<file path="src/design/ile_pkg.sv">
// Shared types and constants for the indexed list engine.
// Used by the list cell and the top level; depends on nothing.
package ile_pkg;

	localparam int DATA_W           = 32;
	localparam int POS_W            = 5;
	localparam int OP_W             = 3;
	localparam int STATUS_W         = 2;
	localparam int COUNT_OUT_W      = 5;
	localparam int DEFAULT_CAPACITY = 16;

	// Operation codes carried by the operation field.
	typedef enum logic [OP_W-1:0] {
		OP_APPEND = 3'd0,
		OP_INSERT = 3'd1,
		OP_REMOVE = 3'd2,
		OP_GET    = 3'd3,
		OP_SET    = 3'd4,
		OP_CLEAR  = 3'd5
	} op_t;

	// Result status codes.
	typedef enum logic [STATUS_W-1:0] {
		ST_OK    = 2'd0,
		ST_RANGE = 2'd1,
		ST_FULL  = 2'd2
	} status_t;

	// Broadcast command to every cell; each flag is already qualified by
	// acceptance and by the range and capacity checks.
	typedef struct packed {
		logic clear;
		logic append;
		logic insert;
		logic remove;
		logic set;
	} cell_ctrl_t;

endpackage

</file>
<file path="src/design/ile_cell.sv">
// One storage cell of the list chain: holds a single entry and updates it
// from the broadcast command and its two neighbors. Depends on ile_pkg.
module ile_cell #(
	parameter int INDEX = 0,
	parameter int IDX_W = 5
) (
	input  logic                               clk,
	input  logic                               arst_n,
	input  ile_pkg::cell_ctrl_t                ctrl,
	input  logic [IDX_W-1:0]                   pos,
	input  logic [IDX_W-1:0]                   cnt,
	input  logic signed [ile_pkg::DATA_W-1:0]  value,
	input  logic signed [ile_pkg::DATA_W-1:0]  left_entry,
	input  logic signed [ile_pkg::DATA_W-1:0]  right_entry,
	output logic signed [ile_pkg::DATA_W-1:0]  entry
);

	localparam logic [IDX_W-1:0] IDX      = IDX_W'(INDEX);
	localparam logic [IDX_W-1:0] IDX_NEXT = IDX_W'(INDEX + 1);

	logic signed [ile_pkg::DATA_W-1:0] entry_q;
	logic signed [ile_pkg::DATA_W-1:0] entry_next;
	logic                              entry_we;

	// Pick this cell's next value; order matters only between the flags,
	// which the top level makes mutually exclusive anyway.
	always_comb begin
		entry_we   = 1'b0;
		entry_next = entry_q;
		priority if (ctrl.clear) begin
			entry_we   = 1'b1;
			entry_next = '0;
		end else if (ctrl.append) begin
			if (IDX == cnt) begin
				entry_we   = 1'b1;
				entry_next = value;
			end
		end else if (ctrl.insert) begin
			if (IDX == pos) begin
				entry_we   = 1'b1;
				entry_next = value;
			end else if (IDX > pos && IDX <= cnt) begin
				entry_we   = 1'b1;
				entry_next = left_entry;
			end
		end else if (ctrl.remove) begin
			if (IDX >= pos && IDX_NEXT < cnt) begin
				entry_we   = 1'b1;
				entry_next = right_entry;
			end else if (IDX_NEXT == cnt) begin
				entry_we   = 1'b1;
				entry_next = '0;
			end
		end else if (ctrl.set) begin
			if (IDX == pos) begin
				entry_we   = 1'b1;
				entry_next = value;
			end
		end
	end

	// Entry storage, cleared by reset.
	always_ff @(posedge clk or negedge arst_n) begin
		if (!arst_n) begin
			entry_q <= '0;
		end else if (entry_we) begin
			entry_q <= entry_next;
		end
	end

	assign entry = entry_q;

endmodule

</file>
<file path="src/design/indexed_list_engine.sv">
// Indexed list engine: an ordered list of signed words kept in a row of cells.
// Depends on ile_pkg and instantiates ile_cell.
//
// Usage:
//   The request channel (in_valid/in_ready) carries operation, position and
//   item_value. The result channel (out_valid/out_ready) returns read_value,
//   status, entry_count and is_empty, one result per request, in order.
//   The result of an accepted request is in the output register from the next
//   cycle on. Throughput is one request per cycle while the receiver keeps
//   up; every cell updates in parallel from the broadcast command and its
//   neighbors, and the count register closes the loop.
//   A request is taken while the output register is empty or being drained
//   in the same cycle; when the receiver stalls, the result holds and
//   in_ready drops until it is taken.
//   Reset empties the list, zeroes every cell and drops out_valid; the block
//   takes requests as soon as reset is released.
//   Get, set and remove need a position below the count, insert one not
//   above it; on a full list, append and an in-range insert report full.
module indexed_list_engine #(
	parameter int CAPACITY = ile_pkg::DEFAULT_CAPACITY
) (
	input  logic                                 clk,
	input  logic                                 arst_n,
	input  logic                                 in_valid,
	output logic                                 in_ready,
	input  logic [ile_pkg::OP_W-1:0]             operation,
	input  logic [ile_pkg::POS_W-1:0]            position,
	input  logic signed [ile_pkg::DATA_W-1:0]    item_value,
	output logic                                 out_valid,
	input  logic                                 out_ready,
	output logic signed [ile_pkg::DATA_W-1:0]    read_value,
	output logic [ile_pkg::STATUS_W-1:0]         status,
	output logic [ile_pkg::COUNT_OUT_W-1:0]      entry_count,
	output logic                                 is_empty
);

	localparam int CNT_W  = $clog2(CAPACITY + 1);
	localparam int IDX_W  = (CNT_W > ile_pkg::POS_W) ? CNT_W : ile_pkg::POS_W;
	localparam int ADDR_W = $clog2(CAPACITY);
	localparam logic [IDX_W-1:0] CAP = IDX_W'(CAPACITY);

	logic                              accept;
	logic [IDX_W-1:0]                  count_q;
	logic [IDX_W-1:0]                  count_next;
	logic [IDX_W-1:0]                  pos_ext;
	logic                              over_count;
	logic                              at_or_over_count;
	logic                              full;
	ile_pkg::cell_ctrl_t               ctrl_dec;
	ile_pkg::cell_ctrl_t               ctrl;
	ile_pkg::status_t                  status_dec;
	logic signed [ile_pkg::DATA_W-1:0] read_dec;
	logic signed [ile_pkg::DATA_W-1:0] entry_w [CAPACITY];

	logic                              out_valid_q;
	logic signed [ile_pkg::DATA_W-1:0] read_value_q;
	logic [ile_pkg::STATUS_W-1:0]      status_q;
	logic [ile_pkg::COUNT_OUT_W-1:0]   entry_count_q;
	logic                              is_empty_q;

	// Handshake: the output register parts the two channels.
	assign in_ready = !out_valid_q || out_ready;
	assign accept   = in_valid && in_ready;

	// Range and capacity checks against the current count.
	assign pos_ext          = IDX_W'(position);
	assign over_count       = pos_ext > count_q;
	assign at_or_over_count = pos_ext >= count_q;
	assign full             = count_q >= CAP;

	// Decode the request into a cell command, a status and the new count.
	always_comb begin
		ctrl_dec   = '0;
		status_dec = ile_pkg::ST_OK;
		read_dec   = '0;
		count_next = count_q;
		unique case (operation)
			ile_pkg::OP_APPEND: begin
				if (full) begin
					status_dec = ile_pkg::ST_FULL;
				end else begin
					ctrl_dec.append = 1'b1;
					count_next      = count_q + 1'b1;
				end
			end
			ile_pkg::OP_INSERT: begin
				if (over_count) begin
					status_dec = ile_pkg::ST_RANGE;
				end else if (full) begin
					status_dec = ile_pkg::ST_FULL;
				end else begin
					ctrl_dec.insert = 1'b1;
					count_next      = count_q + 1'b1;
				end
			end
			ile_pkg::OP_REMOVE: begin
				if (at_or_over_count) begin
					status_dec = ile_pkg::ST_RANGE;
				end else begin
					ctrl_dec.remove = 1'b1;
					count_next      = count_q - 1'b1;
				end
			end
			ile_pkg::OP_GET: begin
				if (at_or_over_count) begin
					status_dec = ile_pkg::ST_RANGE;
				end else begin
					read_dec = entry_w[pos_ext[ADDR_W-1:0]];
				end
			end
			ile_pkg::OP_SET: begin
				if (at_or_over_count) begin
					status_dec = ile_pkg::ST_RANGE;
				end else begin
					ctrl_dec.set = 1'b1;
				end
			end
			ile_pkg::OP_CLEAR: begin
				ctrl_dec.clear = 1'b1;
				count_next     = '0;
			end
			default: begin
				// Unused codes leave the list alone and report success.
			end
		endcase
	end

	assign ctrl = accept ? ctrl_dec : '0;

	// The row of cells; the ends see zero from their missing neighbor.
	for (genvar i = 0; i < CAPACITY; i++) begin : g_cell
		logic signed [ile_pkg::DATA_W-1:0] left_w;
		logic signed [ile_pkg::DATA_W-1:0] right_w;

		if (i == 0) begin : g_first
			assign left_w = '0;
		end else begin : g_inner_l
			assign left_w = entry_w[i-1];
		end

		if (i == CAPACITY - 1) begin : g_last
			assign right_w = '0;
		end else begin : g_inner_r
			assign right_w = entry_w[i+1];
		end

		ile_cell #(
			.INDEX (i),
			.IDX_W (IDX_W)
		) u_cell (
			.clk         (clk),
			.arst_n      (arst_n),
			.ctrl        (ctrl),
			.pos         (pos_ext),
			.cnt         (count_q),
			.value       (item_value),
			.left_entry  (left_w),
			.right_entry (right_w),
			.entry       (entry_w[i])
		);
	end

	// Entry count register.
	always_ff @(posedge clk or negedge arst_n) begin
		if (!arst_n) begin
			count_q <= '0;
		end else if (accept) begin
			count_q <= count_next;
		end
	end

	// Result register; valid is control, the payload needs no reset.
	always_ff @(posedge clk or negedge arst_n) begin
		if (!arst_n) begin
			out_valid_q <= 1'b0;
		end else if (accept) begin
			out_valid_q <= 1'b1;
		end else if (out_ready) begin
			out_valid_q <= 1'b0;
		end
	end

	always_ff @(posedge clk) begin
		if (accept) begin
			read_value_q  <= read_dec;
			status_q      <= status_dec;
			entry_count_q <= count_next[ile_pkg::COUNT_OUT_W-1:0];
			is_empty_q    <= (count_next == '0);
		end
	end

	assign out_valid   = out_valid_q;
	assign read_value  = read_value_q;
	assign status      = status_q;
	assign entry_count = entry_count_q;
	assign is_empty    = is_empty_q;

endmodule

</file>
<file path="config.mk">
export PLATFORM = sky130hd
export DESIGN_NAME = indexed_list_engine
export DESIGN_NICKNAME = d
export VERILOG_FILES = /design/src/design/ile_pkg.sv /design/src/design/ile_cell.sv /design/src/design/indexed_list_engine.sv
export SDC_FILE = /design/constraint.sdc
export NUM_CORES = 2
export LEC_CHECK = 0
export BUFFER_PORTS_ARGS = -buffer_cell sky130_fd_sc_hd__buf_2
export CAP_MARGIN = 40
export CORE_MARGIN = 2
export CORE_UTILIZATION = 31
export CTS_CLUSTER_DIAMETER = 100
export DETAILED_ROUTE_END_ITERATION = 6
export PLACE_DENSITY = 0.48
export REMOVE_ABC_BUFFERS = 1
export SLEW_MARGIN = 20
export SYNTH_ARGS = -nofsm -noshare
export SYNTH_HDL_FRONTEND = slang
export SYNTH_HIERARCHICAL = 1
export SYNTH_SLANG_ARGS = --single-unit
</file>
<file path="constraint.sdc">
create_clock -name clk -period 11.9 [get_ports clk]
set_input_delay 2.975 -clock clk [delete_from_list [all_inputs] [get_ports clk]]
set_output_delay 2.975 -clock clk [all_outputs]
set_load 0.02 [all_outputs]
</file>
==> metrics <==
Port-buffer cells 85; Final Wtd Congestion 0.8441; Slew Limit Fails 0; routed wire length 178,900 µm; top_reg_cell synth dfrtp_1; Startpoint Class input port; required time of the critical path 12.45 ns; Layout area overhead 10.47%; ys async rst share 92.83%; r2r setup slk 5.96 ns; Die Y-Extent 395.3 µm; Root Driver clkbuf_16; dpl hpwl 126,700 µm; RSZ-0062 raised after global routing false; initial antenna violation count 5; via count 42.13k; clock-pin transition on the worst setup and hold timing paths 0.06 ns; Max Clock Skew 0.03168 ns; drt initial violations 4,019; Hold Startpoint out_valid$_DFFE_PN0P_; Max stage delay on crit path 0.67 ns; CP endpoint kind flop; postcts setup bufs 0; post-CTS sizing 0; final worst-path cycle share 62.32%; Max FO, Critical Path 89; total track usage 22.30%; Final Critical Period 7.416 ns; met3 wire length 10,080 µm; Worst-Skew Late Latency 0.68 ns; effective utilization at floorplan 31.22%; Tot Pwr 9.335 mW; hold buffers post-CTS 0; Metal-1 WL 85,190 µm; Nets 4,874; R2R depth 16; total negative slack 0 ns; hold path cells 2; DIE AREA 156,300 µm²; DRT Pass-1 Iters 6; Max Cap Violations 0; clk sink count 558; DRC 0; Synth Area per Inst 9.581 µm²; CP Buf/Inv Count 5; Crit path arrival time 7.96 ns; CTS tree yes; number of synthesis warnings 6; Via-to-Cell Ratio 6.097; cell leakage power 20.74 nW; Slowest cell on crit path nor2_4; Ports 86; fmax 134.8 MHz; Yosys cell types 131; number of global-route vias before repair 41.01k; GRT overflow 0; slew margin rel. 37.65%; Fill cells 15.43k; Post-synth EDFFs 40; run status complete, no violations; Synth Cell Area 47,480 µm²; Antenna Nets Post-Route 0; Crit Path Class in -> reg; TritonCTS Buffers 75; chip width 395.3 µm; largest net degree at the start of global routing 166; Top Layer Used met5; Max rail drop VDD 101.4 µV; Final Hold Viols 0; Post-Synthesis Cells 4,955; Worst Hold End out_valid$_DFFE_PN0P_; crit path from position[2]; FF-to-FF End g_cell[12].u_cell/entry[0]$_DFFE_PN0P_; pwr/cell area 178.0 nW/µm²; post-synth top area cell dfrtp_1; crit path cell chain clkbuf_8 > ha_1 > and3_2 > o21a_2 > nor3_4 > nand2_1 > nor2_4 > buf_12 > inv_2 > buf_4 > nor4_4 > buf_4 > a211o_1 > a22o_4 > mux2_2; # setup viols final 0; WL/cell 25.89 µm; Clock Path Buffers 3; area share of the largest cell type after synthesis 27.30%; CTS H-tree depth 3; Synth area leaders dfrtp_1 27%, mux4_2 7.5%, mux2_4 6.3%; num rows 143; sequential fraction of the synthesis area 29.83%; area occupied by multi-input gates 30,280 µm²; Top cell by count, worst path buf_4; Core Box Area 152,100 µm²; critical path's top delay family simple AND/OR/NAND/NOR gates; first-pass GRT wire length 276,300 µm; worst hold-check path type reg -> reg; Least-Margin Pin Slew 0.9352 ns; FF-to-FF Start count_q[1]$_DFFE_PN0P_; Met2 Routed Length 80,520 µm; #FFs+latches synth 558; layout cells sized above 1 22.19%; FF/Latch Area 14,170 µm²
## cells in the mapped netlist (all sizes together) (16+ instances only)
cell type / n
dfrtp: 518
nor2: 392
mux2: 355
a221oi: 336
nand2: 334
clkbuf: 325
a21oi: 248
inv: 204
o21ai: 201
buf: 197
nor4: 187
mux4: 159
a211oi: 138
nor2b: 119
o22ai: 114
o31ai: 114
o41ai: 93
mux2i: 88
nand3: 73
nand3b: 69
nor3b: 66
o211a: 66
edfxtp: 40
nor3: 38
o21a: 35
o32a: 34
a32oi: 33
o21bai: 33
o221ai: 32
or2b: 30
nand4: 27
a22oi: 24
nand2b: 20
a31o: 19
a21o: 18
a31oi: 16
## placed cells by master (no fill, tap or decap), types with 45 or more instances in the layout
cell type / instances
mux4_2: 159
a211oi_1: 103
nor3b_1: 45
mux2_4: 198
nand3_1: 71
mux2_1: 65
nand2_1: 333
o22ai_1: 113
inv_1: 199
mux2_2: 92
a221oi_1: 326
nor2_1: 380
mux2i_1: 88
a21oi_1: 241
nor2b_1: 101
o211a_1: 66
buf_2: 79
nor4_1: 181
o31ai_1: 82
o21ai_0: 184
nand3b_1: 68
o41ai_1: 62
conb_1: 64
dfrtp_1: 514
clkbuf_16: 77
buf_4: 130
## worst max-delay path by stage
stage                                                   to  slack [ns]  cells after the start
floorplan            g_cell[0].u_cell/entry[0]$_DFFE_PN0P_      -28.58                      9
global placement    g_cell[7].u_cell/entry[16]$_DFFE_PN0P_        3.75                     12
detailed placement  g_cell[9].u_cell/entry[30]$_DFFE_PN0P_        3.81                     15
CTS                 g_cell[9].u_cell/entry[30]$_DFFE_PN0P_        4.52                     15
global route        g_cell[12].u_cell/entry[0]$_DFFE_PN0P_        4.21                     15
finish              g_cell[12].u_cell/entry[0]$_DFFE_PN0P_        4.48                     15
## routing by layer
layer / track usage (%) / vias to the layer above
met4: 5.086 / 4
met3: 2.781 / 179
li1: - / 19090
met2: 34.50 / 1398
met5: 0 / -
met1: 32.90 / 21460
## registers in the layout, indices dropped and copies added (netlist names)
name and count:
count_q 5, entry_count 5, is_empty 1, g_cell.u_cell/entry 512, read_value 32, status 2, out_valid 1
## logic make-up (layout without fill, tap and decap cells)
| family | after synthesis | after routing | synth area share [%] |
|---|---|---|---|
| AOI/OAI and AO/OA | 1634 | 1634 | 27.20 |
| adders and majority gates | 7 | 7 | 0.1845 |
| buffers and inverters | 733 | 592 | 7.498 |
| DFF | 558 | 558 | 29.83 |
| muxes | 602 | 602 | 19.38 |
| other | 1 | 68 | 0.007899 |
| and+or+nand+nor | 1420 | 1420 | 15.89 |
## report_power, final
group / total [mW] / internal (mW) / switching (mW)
Sequential: 3.97 / 2.73 / 1.24
Combinational: 3.09 / 1.61 / 1.48
Clock: 2.28 / 1.32 / 0.957
## worst reg2reg max path: stages (launching register included)
cell,delay (ns)
dfrtp_2,0.34
buf_4,0.63
inv_1,0.26
ha_1,0.38
nor2b_1,0.15
o21a_2,0.22
nor3_4,0.34
nand2_1,0.20
nor2_4,0.67
buf_12,0.42
inv_2,0.12
buf_4,0.26
nor4_4,0.29
buf_4,0.38
a211o_1,0.17
a22o_4,0.53
mux2_2,0.46
## cell type report
cell class	count	share of cell area, %
Timing Repair Buffer	255	4.366
Multi-Input combinational cell	3727	57.74
Tap cell	2030	4.843
Sequential cell	558	27.02
Antenna cell	4	0.01909
Clock buffer	119	4.318
Inverter	206	1.474
Clock inverter	12	0.2266
## stage by stage
step | cells | hold WS (ns) | worst slack (ns) | util (%) | cell area [µm²]
after detailed placement | 6765 | 0.5108 | 3.811 | 32.75 | 49800
after global routing | 6907 | 0.5857 | 4.207 | 34.48 | 52440
after floorplan | 4491 | 0.4611 | -28.58 | - | 44930
final | 6911 | 0.5234 | 4.484 | 34.49 | 52450
after CTS | 6896 | 0.5266 | 4.516 | 34.31 | 52190
after global placement | 6739 | 0.5127 | 3.752 | 32.42 | 49310
Note: power is estimated with default switching activity, not from simulation.
